===== config.mk =====
export PLATFORM = sky130hd
export DESIGN_NAME = drip_rate_window_monitor_flat
export DESIGN_NICKNAME = d
export VERILOG_FILES = /design/src/rtl/core/drwm_pkg.sv /design/src/rtl/core/drwm_in_if.sv /design/src/rtl/core/drwm_out_if.sv /design/src/rtl/core/drwm_slot_cell.sv /design/src/rtl/core/drwm_speed.sv /design/src/rtl/core/drip_rate_window_monitor.sv /design/src/flat_wrapper.sv
export SDC_FILE = /design/constraint.sdc
export NUM_CORES = 1
export LEC_CHECK = 0
export BUFFER_PORTS_ARGS = -buffer_cell sky130_fd_sc_hd__buf_2
export CAP_MARGIN = 20
export CORE_UTILIZATION = 55
export CTS_CLUSTER_SIZE = 24
export DETAILED_ROUTE_END_ITERATION = 16
export GPL_ROUTABILITY_DRIVEN = 0
export GPL_TIMING_DRIVEN = 0
export PLACE_DENSITY = 0.71
export SETUP_SLACK_MARGIN = 0.4
export SYNTH_ARGS = -nofsm -noshare
export SYNTH_HDL_FRONTEND = slang
export SYNTH_SLANG_ARGS = --single-unit

===== constraint.sdc =====
create_clock -name clk -period 8.5 [get_ports clk]
set_input_delay 0.425 -clock clk [delete_from_list [all_inputs] [get_ports clk]]
set_output_delay 0.425 -clock clk [all_outputs]
set_load 0.02 [all_outputs]

===== src/rtl/core/drwm_pkg.sv =====
// shared types and constants for the drip rate window monitor
// no dependencies
package drwm_pkg;

  localparam int DROPS_W     = 4;
  localparam int ALARM_W     = 2;
  localparam int SPEED_W     = 24;
  localparam int SUM_FIELD_W = 18;
  localparam int TICK_W      = 16;
  localparam int CFG_W       = 18;
  localparam int CFG_IDX_W   = 2;

  localparam logic [TICK_W-1:0]      TICK_MAX      = 16'hFFFF;
  localparam logic [SUM_FIELD_W-1:0] SUM_FIELD_MAX = 18'h3FFFF;
  localparam logic [SPEED_W-1:0]     SPEED_MAX     = 24'hFFFFFF;

  localparam logic [TICK_W-1:0]      PERIOD_TICKS_RST   = 16'd100;
  localparam logic [TICK_W-1:0]      TIMEOUT_TICKS_RST  = 16'd500;
  localparam logic [CFG_W-1:0]       FAST_SUM_LIMIT_RST = 18'd15;
  localparam logic [CFG_W-1:0]       LOW_SUM_LIMIT_RST  = 18'd1;

  typedef enum logic [ALARM_W-1:0] {
    ALERT_NONE = 2'd0,
    ALERT_DONE = 2'd1,
    ALERT_FAST = 2'd2,
    ALERT_LOW  = 2'd3
  } alarm_t;

  typedef enum logic [CFG_IDX_W-1:0] {
    REG_PERIOD_TICKS   = 2'd0,
    REG_TIMEOUT_TICKS  = 2'd1,
    REG_FAST_SUM_LIMIT = 2'd2,
    REG_LOW_SUM_LIMIT  = 2'd3
  } cfg_idx_t;

  // control shared by every slot cell of the window chain
  typedef struct packed {
    logic clear;
    logic shift;
  } cell_ctrl_t;

endpackage


===== src/rtl/core/drwm_in_if.sv =====
// tick channel: valid/ready handshake carrying drops and working flag
// depends on drwm_pkg
interface drwm_in_if;
  logic                         valid;
  logic                         ready;
  logic [drwm_pkg::DROPS_W-1:0] drops;
  logic                         working;

  modport source(output valid, output drops, output working, input ready);
  modport sink(input valid, input drops, input working, output ready);
endinterface


===== src/rtl/core/drwm_out_if.sv =====
// result channel: valid/ready handshake carrying alarm, speed and window sum
// depends on drwm_pkg
interface drwm_out_if;
  logic                             valid;
  logic                             ready;
  logic [drwm_pkg::ALARM_W-1:0]     alarm;
  logic [drwm_pkg::SPEED_W-1:0]     speed_q8;
  logic [drwm_pkg::SUM_FIELD_W-1:0] window_sum;
  logic                             rate_updated;

  modport source(output valid, output alarm, output speed_q8, output window_sum,
                 output rate_updated, input ready);
  modport sink(input valid, input alarm, input speed_q8, input window_sum,
               input rate_updated, output ready);
endinterface


===== src/rtl/core/drwm_slot_cell.sv =====
// one slot of the per-period count window, shifts toward the oldest end
// depends on drwm_pkg for the cell control struct
module drwm_slot_cell #(
  parameter int COUNT_BITS = 16
) (
  input  logic                   clk,
  input  logic                   rst_n,
  input  drwm_pkg::cell_ctrl_t   ctrl,
  input  logic [COUNT_BITS-1:0]  count_in,
  output logic [COUNT_BITS-1:0]  count_out
);

  logic [COUNT_BITS-1:0] count_r;
  logic [COUNT_BITS-1:0] count_nxt;

  always_comb begin
    count_nxt = count_r;
    if (ctrl.clear) begin
      count_nxt = '0;
    end else if (ctrl.shift) begin
      count_nxt = count_in;
    end
  end

  always_ff @(posedge clk) begin
    if (!rst_n) begin
      count_r <= '0;
    end else begin
      count_r <= count_nxt;
    end
  end

  assign count_out = count_r;

endmodule


===== src/rtl/core/drwm_speed.sv =====
// held sum to q.8 drops per period: reciprocal multiply with saturation
// depends on drwm_pkg for field widths
module drwm_speed #(
  parameter int WINDOW_SLOTS = 3,
  parameter int COUNT_BITS   = 16
) (
  input  logic [COUNT_BITS+$clog2(WINDOW_SLOTS)-1:0] held_sum,
  output logic [drwm_pkg::SPEED_W-1:0]               speed_q8
);

  localparam int SUM_W = COUNT_BITS + $clog2(WINDOW_SLOTS);
  localparam int LW    = $clog2(WINDOW_SLOTS);
  // unsaturated sums stay below WINDOW_SLOTS * 2^(SPEED_W-8)
  localparam int XB    = drwm_pkg::SPEED_W - 8 + LW;
  localparam int HW    = (SUM_W > XB + 1) ? SUM_W : XB + 1;
  localparam int K     = XB + 8 + LW;
  localparam int MB    = XB + 9;
  localparam int PW    = XB + MB;

  localparam longint unsigned RECIP =
    ((64'd1 << K) + longint'(WINDOW_SLOTS) - 64'd1) / longint'(WINDOW_SLOTS);
  localparam longint unsigned THRESH =
    longint'(WINDOW_SLOTS) << (drwm_pkg::SPEED_W - 8);

  logic [HW-1:0] held_w;
  logic          sat;
  logic [XB-1:0] x;
  logic [MB-1:0] recip_c;
  logic [PW-1:0] prod;

  assign held_w  = HW'(held_sum);
  assign sat     = held_w >= HW'(THRESH);
  assign x       = held_w[XB-1:0];
  assign recip_c = MB'(RECIP);
  // floor(x * 256 / slots) = (x * recip) >> (K - 8)
  assign prod    = PW'(x) * PW'(recip_c);

  assign speed_q8 = sat ? drwm_pkg::SPEED_MAX : prod[K-8 +: drwm_pkg::SPEED_W];

endmodule


===== src/rtl/core/drip_rate_window_monitor.sv =====
// drip rate window monitor top level: tick intake, window cell chain, result stage
// depends on drwm_pkg, drwm_in_if, drwm_out_if, drwm_slot_cell, drwm_speed
//
// usage
// - in_ch takes one item per timer tick: drops seen in the tick and the working flag
// - out_ch returns exactly one result item per tick item: alarm, speed_q8,
//   window_sum and rate_updated
// - cfg_we/cfg_index/cfg_wdata write period_ticks, timeout_ticks, fast_sum_limit and
//   low_sum_limit; write only while no item is in flight
// - an accepted tick item updates the tick state and the middle stage; its result is then registered
// - throughput: one item per cycle while out_ch is not stalled, set by the counter and window update
//   loop; the result register and the middle stage let intake continue while a
//   finished result waits
// - receiver stall: out_ch holds its item, the middle stage fills, then in_ready drops;
//   no item is lost or repeated
// - reset (rst_n low, synchronous): counters, window slots and sums clear, registers
//   return to period 100, timeout 500, fast limit 15, low limit 1; both channels empty
// - window: a chain of WINDOW_SLOTS cells, each holding one period count, shifting at
//   every period close; the count leaving the far end is taken off the running sum
module drip_rate_window_monitor #(
  parameter int WINDOW_SLOTS = 3,
  parameter int COUNT_BITS   = 16
) (
  input  logic                             clk,
  input  logic                             rst_n,
  drwm_in_if.sink                          in_ch,
  drwm_out_if.source                       out_ch,
  input  logic                             cfg_we,
  input  logic [drwm_pkg::CFG_IDX_W-1:0]   cfg_index,
  input  logic [drwm_pkg::CFG_W-1:0]       cfg_wdata
);

  localparam int SUM_W = COUNT_BITS + $clog2(WINDOW_SLOTS);
  localparam int CW    = (SUM_W > drwm_pkg::CFG_W) ? SUM_W : drwm_pkg::CFG_W;
  localparam int TW    = drwm_pkg::TICK_W;

  // configuration registers
  logic [TW-1:0]                period_ticks_r;
  logic [TW-1:0]                timeout_ticks_r;
  logic [drwm_pkg::CFG_W-1:0]   fast_sum_limit_r;
  logic [drwm_pkg::CFG_W-1:0]   low_sum_limit_r;

  always_ff @(posedge clk) begin
    if (!rst_n) begin
      period_ticks_r   <= drwm_pkg::PERIOD_TICKS_RST;
      timeout_ticks_r  <= drwm_pkg::TIMEOUT_TICKS_RST;
      fast_sum_limit_r <= drwm_pkg::FAST_SUM_LIMIT_RST;
      low_sum_limit_r  <= drwm_pkg::LOW_SUM_LIMIT_RST;
    end else if (cfg_we) begin
      unique case (drwm_pkg::cfg_idx_t'(cfg_index))
        drwm_pkg::REG_PERIOD_TICKS:   period_ticks_r   <= cfg_wdata[TW-1:0];
        drwm_pkg::REG_TIMEOUT_TICKS:  timeout_ticks_r  <= cfg_wdata[TW-1:0];
        drwm_pkg::REG_FAST_SUM_LIMIT: fast_sum_limit_r <= cfg_wdata;
        drwm_pkg::REG_LOW_SUM_LIMIT:  low_sum_limit_r  <= cfg_wdata;
      endcase
    end
  end

  // handshake across the two stages
  logic s1_valid_r;
  logic out_valid_r;
  logic out_adv;
  logic accept;

  assign out_adv     = s1_valid_r && (!out_valid_r || out_ch.ready);
  assign in_ch.ready = !s1_valid_r || out_adv;
  assign accept      = in_ch.valid && in_ch.ready;

  // tick state
  logic [COUNT_BITS-1:0] drop_accum_r, drop_accum_nxt;
  logic [SUM_W-1:0]      running_sum_r, running_sum_nxt;
  logic [SUM_W-1:0]      held_sum_r, held_sum_nxt;
  logic [TW-1:0]         period_elapsed_r, period_elapsed_nxt;
  logic [TW-1:0]         since_drop_r, since_drop_nxt;

  logic [TW-1:0]         elapsed_inc;
  logic [TW-1:0]         since_inc;
  logic [COUNT_BITS:0]   accum_add;
  logic [COUNT_BITS-1:0] fresh;
  logic                  close;
  logic [COUNT_BITS-1:0] oldest;
  drwm_pkg::cell_ctrl_t  cell_ctrl;

  // elapsed counters saturate and keep running while idle
  assign elapsed_inc = (period_elapsed_r == drwm_pkg::TICK_MAX) ?
                       period_elapsed_r : period_elapsed_r + TW'(1);
  assign since_inc   = (since_drop_r == drwm_pkg::TICK_MAX) ?
                       since_drop_r : since_drop_r + TW'(1);

  // this tick's drops count before the period closes, accumulator saturates
  assign accum_add = {1'b0, drop_accum_r} + (COUNT_BITS+1)'(in_ch.drops);
  assign fresh     = accum_add[COUNT_BITS] ? {COUNT_BITS{1'b1}} : accum_add[COUNT_BITS-1:0];
  assign close     = in_ch.working && (elapsed_inc >= period_ticks_r);

  always_comb begin
    drop_accum_nxt     = drop_accum_r;
    running_sum_nxt    = running_sum_r;
    held_sum_nxt       = held_sum_r;
    period_elapsed_nxt = period_elapsed_r;
    since_drop_nxt     = since_drop_r;
    cell_ctrl          = '0;
    if (accept) begin
      period_elapsed_nxt = close ? '0 : elapsed_inc;
      since_drop_nxt     = (close && (fresh != '0)) ? '0 : since_inc;
      if (!in_ch.working) begin
        // idle tick empties the window, drops of this tick are discarded
        drop_accum_nxt  = '0;
        running_sum_nxt = '0;
        cell_ctrl.clear = 1'b1;
      end else if (close) begin
        drop_accum_nxt  = '0;
        running_sum_nxt = running_sum_r - SUM_W'(oldest) + SUM_W'(fresh);
        held_sum_nxt    = running_sum_r - SUM_W'(oldest) + SUM_W'(fresh);
        cell_ctrl.shift = 1'b1;
      end else begin
        drop_accum_nxt = fresh;
      end
    end
  end

  always_ff @(posedge clk) begin
    if (!rst_n) begin
      drop_accum_r     <= '0;
      running_sum_r    <= '0;
      held_sum_r       <= '0;
      period_elapsed_r <= '0;
      since_drop_r     <= '0;
    end else begin
      drop_accum_r     <= drop_accum_nxt;
      running_sum_r    <= running_sum_nxt;
      held_sum_r       <= held_sum_nxt;
      period_elapsed_r <= period_elapsed_nxt;
      since_drop_r     <= since_drop_nxt;
    end
  end

  // window cell chain: cell 0 takes the closing count, the last cell is the oldest
  logic [COUNT_BITS-1:0] slot_count [WINDOW_SLOTS];

  for (genvar i = 0; i < WINDOW_SLOTS; i++) begin : g_slot
    logic [COUNT_BITS-1:0] slot_in;
    if (i == 0) begin : g_head
      assign slot_in = fresh;
    end else begin : g_link
      assign slot_in = slot_count[i-1];
    end
    drwm_slot_cell #(
      .COUNT_BITS(COUNT_BITS)
    ) u_cell (
      .clk      (clk),
      .rst_n    (rst_n),
      .ctrl     (cell_ctrl),
      .count_in (slot_in),
      .count_out(slot_count[i])
    );
  end

  assign oldest = slot_count[WINDOW_SLOTS-1];

  // middle stage: per-item flags, state registers hold the item's values
  logic s1_working_r;
  logic s1_updated_r;

  always_ff @(posedge clk) begin
    if (!rst_n) begin
      s1_valid_r <= 1'b0;
    end else if (accept) begin
      s1_valid_r <= 1'b1;
    end else if (out_adv) begin
      s1_valid_r <= 1'b0;
    end
  end

  always_ff @(posedge clk) begin
    if (accept) begin
      s1_working_r <= in_ch.working;
      s1_updated_r <= close;
    end
  end

  // result stage: alarm priority, speed and saturated window sum
  drwm_pkg::alarm_t            alarm_nxt;
  logic [drwm_pkg::SPEED_W-1:0] speed_nxt;
  logic [CW-1:0]               held_w;
  logic [CW-1:0]               running_w;
  logic [drwm_pkg::SUM_FIELD_W-1:0] window_nxt;

  assign held_w    = CW'(held_sum_r);
  assign running_w = CW'(running_sum_r);
  assign window_nxt = (running_w > CW'(drwm_pkg::SUM_FIELD_MAX)) ?
                      drwm_pkg::SUM_FIELD_MAX : running_w[drwm_pkg::SUM_FIELD_W-1:0];

  always_comb begin
    priority if (!s1_working_r) begin
      alarm_nxt = drwm_pkg::ALERT_NONE;
    end else if (since_drop_r >= timeout_ticks_r) begin
      alarm_nxt = drwm_pkg::ALERT_DONE;
    end else if (held_w > CW'(fast_sum_limit_r)) begin
      alarm_nxt = drwm_pkg::ALERT_FAST;
    end else if ((held_w != '0) && (held_w <= CW'(low_sum_limit_r))) begin
      alarm_nxt = drwm_pkg::ALERT_LOW;
    end else begin
      alarm_nxt = drwm_pkg::ALERT_NONE;
    end
  end

  drwm_speed #(
    .WINDOW_SLOTS(WINDOW_SLOTS),
    .COUNT_BITS  (COUNT_BITS)
  ) u_speed (
    .held_sum(held_sum_r),
    .speed_q8(speed_nxt)
  );

  drwm_pkg::alarm_t                 out_alarm_r;
  logic [drwm_pkg::SPEED_W-1:0]     out_speed_r;
  logic [drwm_pkg::SUM_FIELD_W-1:0] out_window_r;
  logic                             out_updated_r;

  always_ff @(posedge clk) begin
    if (!rst_n) begin
      out_valid_r <= 1'b0;
    end else if (out_adv) begin
      out_valid_r <= 1'b1;
    end else if (out_ch.ready) begin
      out_valid_r <= 1'b0;
    end
  end

  always_ff @(posedge clk) begin
    if (out_adv) begin
      out_alarm_r   <= alarm_nxt;
      out_speed_r   <= speed_nxt;
      out_window_r  <= window_nxt;
      out_updated_r <= s1_updated_r && s1_working_r;
    end
  end

  assign out_ch.valid        = out_valid_r;
  assign out_ch.alarm        = out_alarm_r;
  assign out_ch.speed_q8     = out_speed_r;
  assign out_ch.window_sum   = out_window_r;
  assign out_ch.rate_updated = out_updated_r;

endmodule


===== src/flat_wrapper.sv =====
// flat-port wrapper written by rule: the top's interface ports become plain ports
module drip_rate_window_monitor_flat 
#(
  parameter int WINDOW_SLOTS = 3,
  parameter int COUNT_BITS   = 16
)
  (clk, rst_n, cfg_we, cfg_index, cfg_wdata, in_ch_valid, in_ch_drops, in_ch_working, in_ch_ready, out_ch_valid, out_ch_alarm, out_ch_speed_q8, out_ch_window_sum, out_ch_rate_updated, out_ch_ready);
  drwm_in_if in_ch_i ();
  drwm_out_if out_ch_i ();
  input  logic clk;
  input  logic rst_n;
  input  logic cfg_we;
  input  logic [drwm_pkg::CFG_IDX_W-1:0] cfg_index;
  input  logic [drwm_pkg::CFG_W-1:0] cfg_wdata;
  input wire logic [$bits(in_ch_i.valid)-1:0] in_ch_valid;
  input wire logic [$bits(in_ch_i.drops)-1:0] in_ch_drops;
  input wire logic [$bits(in_ch_i.working)-1:0] in_ch_working;
  output wire logic [$bits(in_ch_i.ready)-1:0] in_ch_ready;
  output wire logic [$bits(out_ch_i.valid)-1:0] out_ch_valid;
  output wire logic [$bits(out_ch_i.alarm)-1:0] out_ch_alarm;
  output wire logic [$bits(out_ch_i.speed_q8)-1:0] out_ch_speed_q8;
  output wire logic [$bits(out_ch_i.window_sum)-1:0] out_ch_window_sum;
  output wire logic [$bits(out_ch_i.rate_updated)-1:0] out_ch_rate_updated;
  input wire logic [$bits(out_ch_i.ready)-1:0] out_ch_ready;
  assign in_ch_i.valid = in_ch_valid;
  assign in_ch_i.drops = in_ch_drops;
  assign in_ch_i.working = in_ch_working;
  assign in_ch_ready = in_ch_i.ready;
  assign out_ch_valid = out_ch_i.valid;
  assign out_ch_alarm = out_ch_i.alarm;
  assign out_ch_speed_q8 = out_ch_i.speed_q8;
  assign out_ch_window_sum = out_ch_i.window_sum;
  assign out_ch_rate_updated = out_ch_i.rate_updated;
  assign out_ch_i.ready = out_ch_ready;
  drip_rate_window_monitor #(.WINDOW_SLOTS(WINDOW_SLOTS), .COUNT_BITS(COUNT_BITS)) u_core (.clk(clk), .rst_n(rst_n), .in_ch(in_ch_i), .out_ch(out_ch_i), .cfg_we(cfg_we), .cfg_index(cfg_index), .cfg_wdata(cfg_wdata));
endmodule

# Word level (Yosys, flattened, before mapping)
# Index checks and enable logic that the tools add are counted.
word_totals:
  register_bits: 249
  in_bits: 30
  output_inout_bits: 47
  elab_cells: 86
op_classes:
  addsub: 5
  n_mul: 1
  n_lt_le_gt_ge: 6
  eq_ne: 7
  n_mux: 20
  bitwise: 2
  reduce_logical: 24
op_table:
  columns: ["cell", "n"]
  rows:
  - ["two-way mux 16 bit", 7]
  - ["multiplier 18 x 26 -> 43 bit, second input constant", 1]
  - ["two-way mux 18 bit", 2]
  - ["adder 16 x 1 -> 16 bit, second input constant", 2]
  - ["== test 16 bit, second input constant", 2]
  - [">= comparator 16 bit", 2]
  - ["adder 18 x 16 -> 18 bit", 1]
  - [">= comparator 18 bit, second input constant", 1]
  - ["> comparator 18 bit", 1]
  - ["> comparator 18 bit, second input constant", 1]
  - ["<= comparator 18 bit", 1]
  - ["nonzero test 18 bit", 1]
  - ["subtractor 18 x 16 -> 18 bit", 1]
  - ["adder 16 x 4 -> 17 bit", 1]
  - ["nonzero test 16 bit", 1]
  - ["AND reduction 2 bit", 6]
  - ["two-way mux 1 bit", 8]
  - ["logical AND 1 bit", 6]
  - ["two-way mux 2 bit", 3]
  - ["== test 2 bit, second input constant", 2]
  - ["nonzero test 2 bit", 2]
  - ["OR reduction 2 bit", 2]
  - ["AND reduction 3 bit", 1]
  - ["== test 2 x 1 -> 1 bit, second input constant", 1]
  - ["6 further kinds", 9]

# Depth between registers and ports, before layout
logic_depth:
  word_depth: 8
  depth_mapped: 21
  depth_no_buf: 21

# Hierarchy
# A second synthesis with hierarchy kept.
unflattened:
  cells_unflattened: 2152
  area_unflattened_um2: 18741.7
modules_own_cells:
  columns: ["module", "instances", "cells_each", "area_per_inst_um2", "seq_area_each_um2"]
  rows:
  - ["drip_rate_window_monitor", 1, 1315, 11051.8, 4494.3]
  - ["drwm_speed", 1, 678, 5906.9, 0.0]
  - ["drwm_slot_cell", 3, 53, 594.3, 320.3]

# Worst setup path before layout
# Ideal clock, no wire load.
synth_timing:
  path_type: "reg2reg"
  start: "register u_core.held_sum_r[8]"
  end: "register u_core.out_speed_r, in the netlist u_core.out_ch.speed_q8[14], data pin"
  setup_time_ns: 0.255
  t_arrival_ns: 5.742
  setup_slack_ns: 2.503
  stages_incl_launch_ff: 22
  n_path_buf: 0
  cell_sequence: "dfxtp_1 > ha_1 > inv_1 > fa_1 > inv_1 > fa_1 > inv_1 > fa_1 > inv_1 > fa_1 > inv_1 > fa_1 > inv_1 > ha_1 > and4_1 > a41o_1 > a31oi_1 > nand4_1 > a31oi_1 > o21ai_1 > or4_1 > and3_1"
synth_between:
  elab_chain_len: 1
  elab_cells_between_ends: 2
synth_lines:
  columns: ["element", "line_no", "source"]
  rows:
  - ["from (decl)", "drip_rate_window_monitor.sv:72", "logic [SUM_W-1:0] held_sum_r, held_sum_nxt;"]
  - ["from (signal assigned)", "drip_rate_window_monitor.sv:131", "held_sum_r <= held_sum_nxt;"]
  - ["multiplier 18 x 26 -> 43 bit / >= comparator 18 bit (equally long branches)", "drwm_speed.sv:36, drwm_speed.sv:32", null]
  - ["to (signal assigned)", "drip_rate_window_monitor.sv:233", "out_speed_r <= speed_nxt;"]
  - ["to (decl)", "drip_rate_window_monitor.sv:216", "logic [drwm_pkg::SPEED_W-1:0] out_speed_r;"]
# Parallel ways exist; a longest one is shown, timed or not.
# A chain may end at the register's enable or synchronous reset.

# Final worst setup path
layout_timing:
  start: "register u_core.held_sum_r[6]"
  end: "register u_core.out_speed_r, in the netlist u_core.out_ch.speed_q8[14], data pin"
# The elaborated chain is that of the path after synthesis.

==> impl_metrics.py <==
metrics = {
    "logic_synthesis": {
        "yosysTopAreaCell": "dfxtp_1",
        "async_reset_ff_frac": 0,
        "synth_edf_count": 47,
        "synth_compound_area_frac": 0.1585,
        "synthCells": 2144,
        "synth_nets": 2516,
        "synth-adder-area-share": 0.2782,
        "synth_ff_type": "dfxtp_1",
        "ys_ff_latch": 249,
        "syn_area_um2": 18540,
        "ys_warn_count": 0,
        "synth_area_leaders": "dfxtp_1 (22%), ha_1 (15%), fa_1 (13%)",
        "ys_seq_area_frac": 0.2943,
        "syn_area_per_cell_um2": 8.646,
        "synth_cell_type_count": 78,
        "synth_simple_gate_area_frac": 0.1552,
        "synth_mux_area_frac": 0.006682,
        "synth_top_area_share": 0.2181,
        "synth_top_family_by_area": "adder cells",
        "synth-xor-area-share": 0.02504,
    },
    "detailed_routing": {
        "drt_iter0_markers": 946,
        "drt-vias-per-instance": 5.582,
        "dr.pass1.iters": 5,
        "totalWireLength_mm": 46.16,
        "wl_per_cell_um": 16.99,
        "ant_nets": 0,
        "drcViolationCount": 0,
        "num_vias": 15170,
    },
    "global_routing": {
        "top_usage_layer": "met2",
        "grt_pass1_vias": 14750,
        "grt_max_degree": 27,
        "grt_use_total": 0.2763,
        "grt-ovfl-total": 0,
        "grt_first_pass_wirelength_mm": 74.99,
        "grtUsageMet2": 0.4731,
        "grtUsageMet1": 0.3615,
        "met3_usage": 0.02622,
        "antenna_found_initial": 0,
    },
    "setup_path": {
        "worst-path-max-fanout": 8,
        "reg2reg_slack_ns": 1.27,
        "rr_worst_depth": 21,
        "reg2reg_to": "u_core.out_ch.speed_q8[14]$_SDFFCE_PP1P_",
        "critical_path_arrival_ns": 7.55,
        "critPathLaunchType": "flop",
        "cp.required_ns": 8.82,
        "path_class": "reg -> reg",
        "r2r_start": "u_core.held_sum_r[6]$_SDFFE_PN0P_",
        "end_kind": "flop",
    },
    "power": {
        "vdd_drop_max_mv": 0.1879,
        "leakagePower_uw": 0.009521,
        "power_density_nw_per_um2": 132.2,
    },
    "floorplan": {
        "num_io_pins": 77,
        "die_x_um": 185.6,
        "fp.dieH_um": 185.6,
        "initial_core_util": 0.5640,
        "fp-row-count": 66,
        "core_area_um2": 32870,
        "die_area_um2": 34440,
    },
    "worst_hold_path": {
        "min_to": "u_core.s1_valid_r$_SDFFE_PN0P_",
        "hp-class": "in -> reg",
        "holdCritStartpoint": "in_ch_valid",
        "hold_path_depth": 3,
    },
    "sta": {
        "rsz0062_at_grt": "false",
        "worst_pin_slew_ns": 1.065,
        "hold_viol": 0,
        "fin_skew_ns": 0.009158,
        "slew_viol_final": 0,
        "layout_min_cycle_time_ns": 7.234,
        "setup_viol": 0,
        "slew-limit-headroom": 0.2827,
        "fmax_mhz": 138.2,
        "setup_tns_ns": 0,
        "finalCritPeriodShare": 0.8510,
        "setup_ws_ns": 1.266,
        "whs_ns": 0.09987,
    },
    "layout": {
        "syn_to_final_growth_pct": 10.27,
        "drive_gt1_frac": 0.07209,
        "final_common_cell": "nand2_1",
        "diodes": 0,
        "layout.nets": 2625,
        "fin_area_um2": 20440,
        "final_cell_mix": "nand2_1 (325), inv_1 (309), ha_1 (225)",
    },
    "clocking": {
        "post_cts_resized": 0,
        "postCtsHoldBufs": 0,
        "cts_root_buf": "clkbuf_16",
        "cts_max_level": 1,
        "clkTransAtPathRegs_ns": 0.07,
        "cts_tree": "built",
        "cts_buffer_depth": 3,
        "cts_num_sinks": 249,
        "clk-insertion-delay-late_ns": 0.57,
        "cts_setup_buffers": 0,
        "numCtsBuffers": 28,
    },
    "placement": {
        "portBuffers": 75,
        "dp_hpwl_mm": 36.98,
        "pre_cts_ws_ns": 1.399,
        "dpl_cell_area_um2": 19510,
    },
    "run": {
        "max_cap_viol_count": 0,
    },
    "outcome": {
        "outcome": "completed",
    },
}
## where the power goes
group | internal, uW | switching [uW]
Clock | 694 | 520
Combinational | 88.9 | 162
Sequential | 1220 | 11.9
Total | 2010 | 694
## critical path, stage by stage (launching register included)
cell and delay (ns):
dfxtp_1 0.68, ha_1 0.36, inv_1 0.09, fa_1 0.57, inv_1 0.12, fa_1 0.54
inv_1 0.12, fa_1 0.55, inv_1 0.06, fa_1 0.55, inv_1 0.06, fa_1 0.53
inv_1 0.04, ha_1 0.32, and4_1 0.23, and3_1 0.21, a31oi_1 0.45, nand4_1 0.20
a31oi_1 0.37, o21ai_1 0.29, or4_1 0.45, and3_1 0.18
## layout make-up
class | instances | area, um^2
Multi-Input combinational cell | 1494 | 11570
Timing Repair Buffer | 79 | 409.1
Tap cell | 442 | 553.0
Fill cell | 2893 | 12420
Clock inverter | 16 | 137.6
Clock buffer | 36 | 792.0
Buffer | 90 | 354.1
Inverter | 311 | 1167
Sequential cell | 249 | 5455
## sequential cells by signal, indices dropped and copies added (netlist names)
| signal | flops |
|---|---|
| u_core.held_sum_r | 18 |
| u_core.s1_updated_r | 1 |
| u_core.s1_valid_r | 1 |
| u_core.s1_working_r | 1 |
| u_core.since_drop_r | 16 |
| u_core.timeout_ticks_r | 16 |
| u_core.drop_accum_r | 16 |
| u_core.period_ticks_r | 16 |
| u_core.out_ch.rate_updated | 1 |
| u_core.g_slot.u_cell.count_out | 48 |
| u_core.period_elapsed_r | 16 |
| u_core.out_ch.speed_q8 | 24 |
| u_core.out_ch.valid | 1 |
| u_core.out_ch.alarm | 2 |
| u_core.out_ch.window_sum | 18 |
| u_core.running_sum_r | 18 |
| u_core.low_sum_limit_r | 18 |
| u_core.fast_sum_limit_r | 18 |
## metrics by stage
| stage | util | power [uW] | instances |
|---|---|---|---|
| after global placement | 0.5923 | 1504 | 2661 |
| after CTS | 0.6218 | 2720 | 2716 |
| after floorplan | - | 1433 | 2144 |
| final | 0.6220 | 2702 | 2717 |
| after detailed placement | 0.5935 | 1510 | 2664 |
| after global routing | 0.6220 | 2802 | 2717 |
## synthesized netlist by cell type, types with 14 or more instances
library cell,n
o21a_1,14
inv_1,309
xnor2_1,33
o21ai_0,48
a21oi_1,185
edfxtp_1,47
o211ai_1,32
and2_1,16
nor4_1,16
a31oi_1,14
nor3_1,27
nand4_1,24
dfxtp_1,202
nor2b_1,15
a22oi_1,17
nor2_1,101
and3_1,19
fa_1,117
clkbuf_1,78
nand3_1,40
a21o_1,59
ha_1,225
nand2_1,325
xor2_1,20
## per-layer routing
metal / share of wire / wire length [um]
met1: 0.44 / 20390
met2: 0.48 / 22250
met3: 0.039 / 1798
met4: 0.037 / 1724
met5: 0 / 0
## kinds of logic after synthesis
| logic type | after synthesis |
|---|---|
| flip-flops | 249 |
| buffers and inverters | 401 |
| multiplexers | 12 |
| adder cells (fa/ha/maj) | 342 |
| AND/OR/NAND/NOR | 631 |
| AO/OA/AOI/OAI | 456 |
| XOR/XNOR | 53 |
## worst max path at each step
stage / startpoint / end / depth (start not counted)
floorplan: u_core.held_sum_r[8]$_SDFFE_PN0P_ / u_core.out_ch.speed_q8[14]$_SDFFCE_PP1P_ / 21
global placement: u_core.held_sum_r[8]$_SDFFE_PN0P_ / u_core.out_ch.speed_q8[19]$_SDFFCE_PP1P_ / 19
detailed placement: u_core.held_sum_r[6]$_SDFFE_PN0P_ / u_core.out_ch.speed_q8[14]$_SDFFCE_PP1P_ / 21
CTS: u_core.held_sum_r[6]$_SDFFE_PN0P_ / u_core.out_ch.speed_q8[14]$_SDFFCE_PP1P_ / 21
global route: u_core.held_sum_r[6]$_SDFFE_PN0P_ / u_core.out_ch.speed_q8[14]$_SDFFCE_PP1P_ / 21
finish: u_core.held_sum_r[6]$_SDFFE_PN0P_ / u_core.out_ch.speed_q8[14]$_SDFFCE_PP1P_ / 21
(Power assumes the default switching activity.)
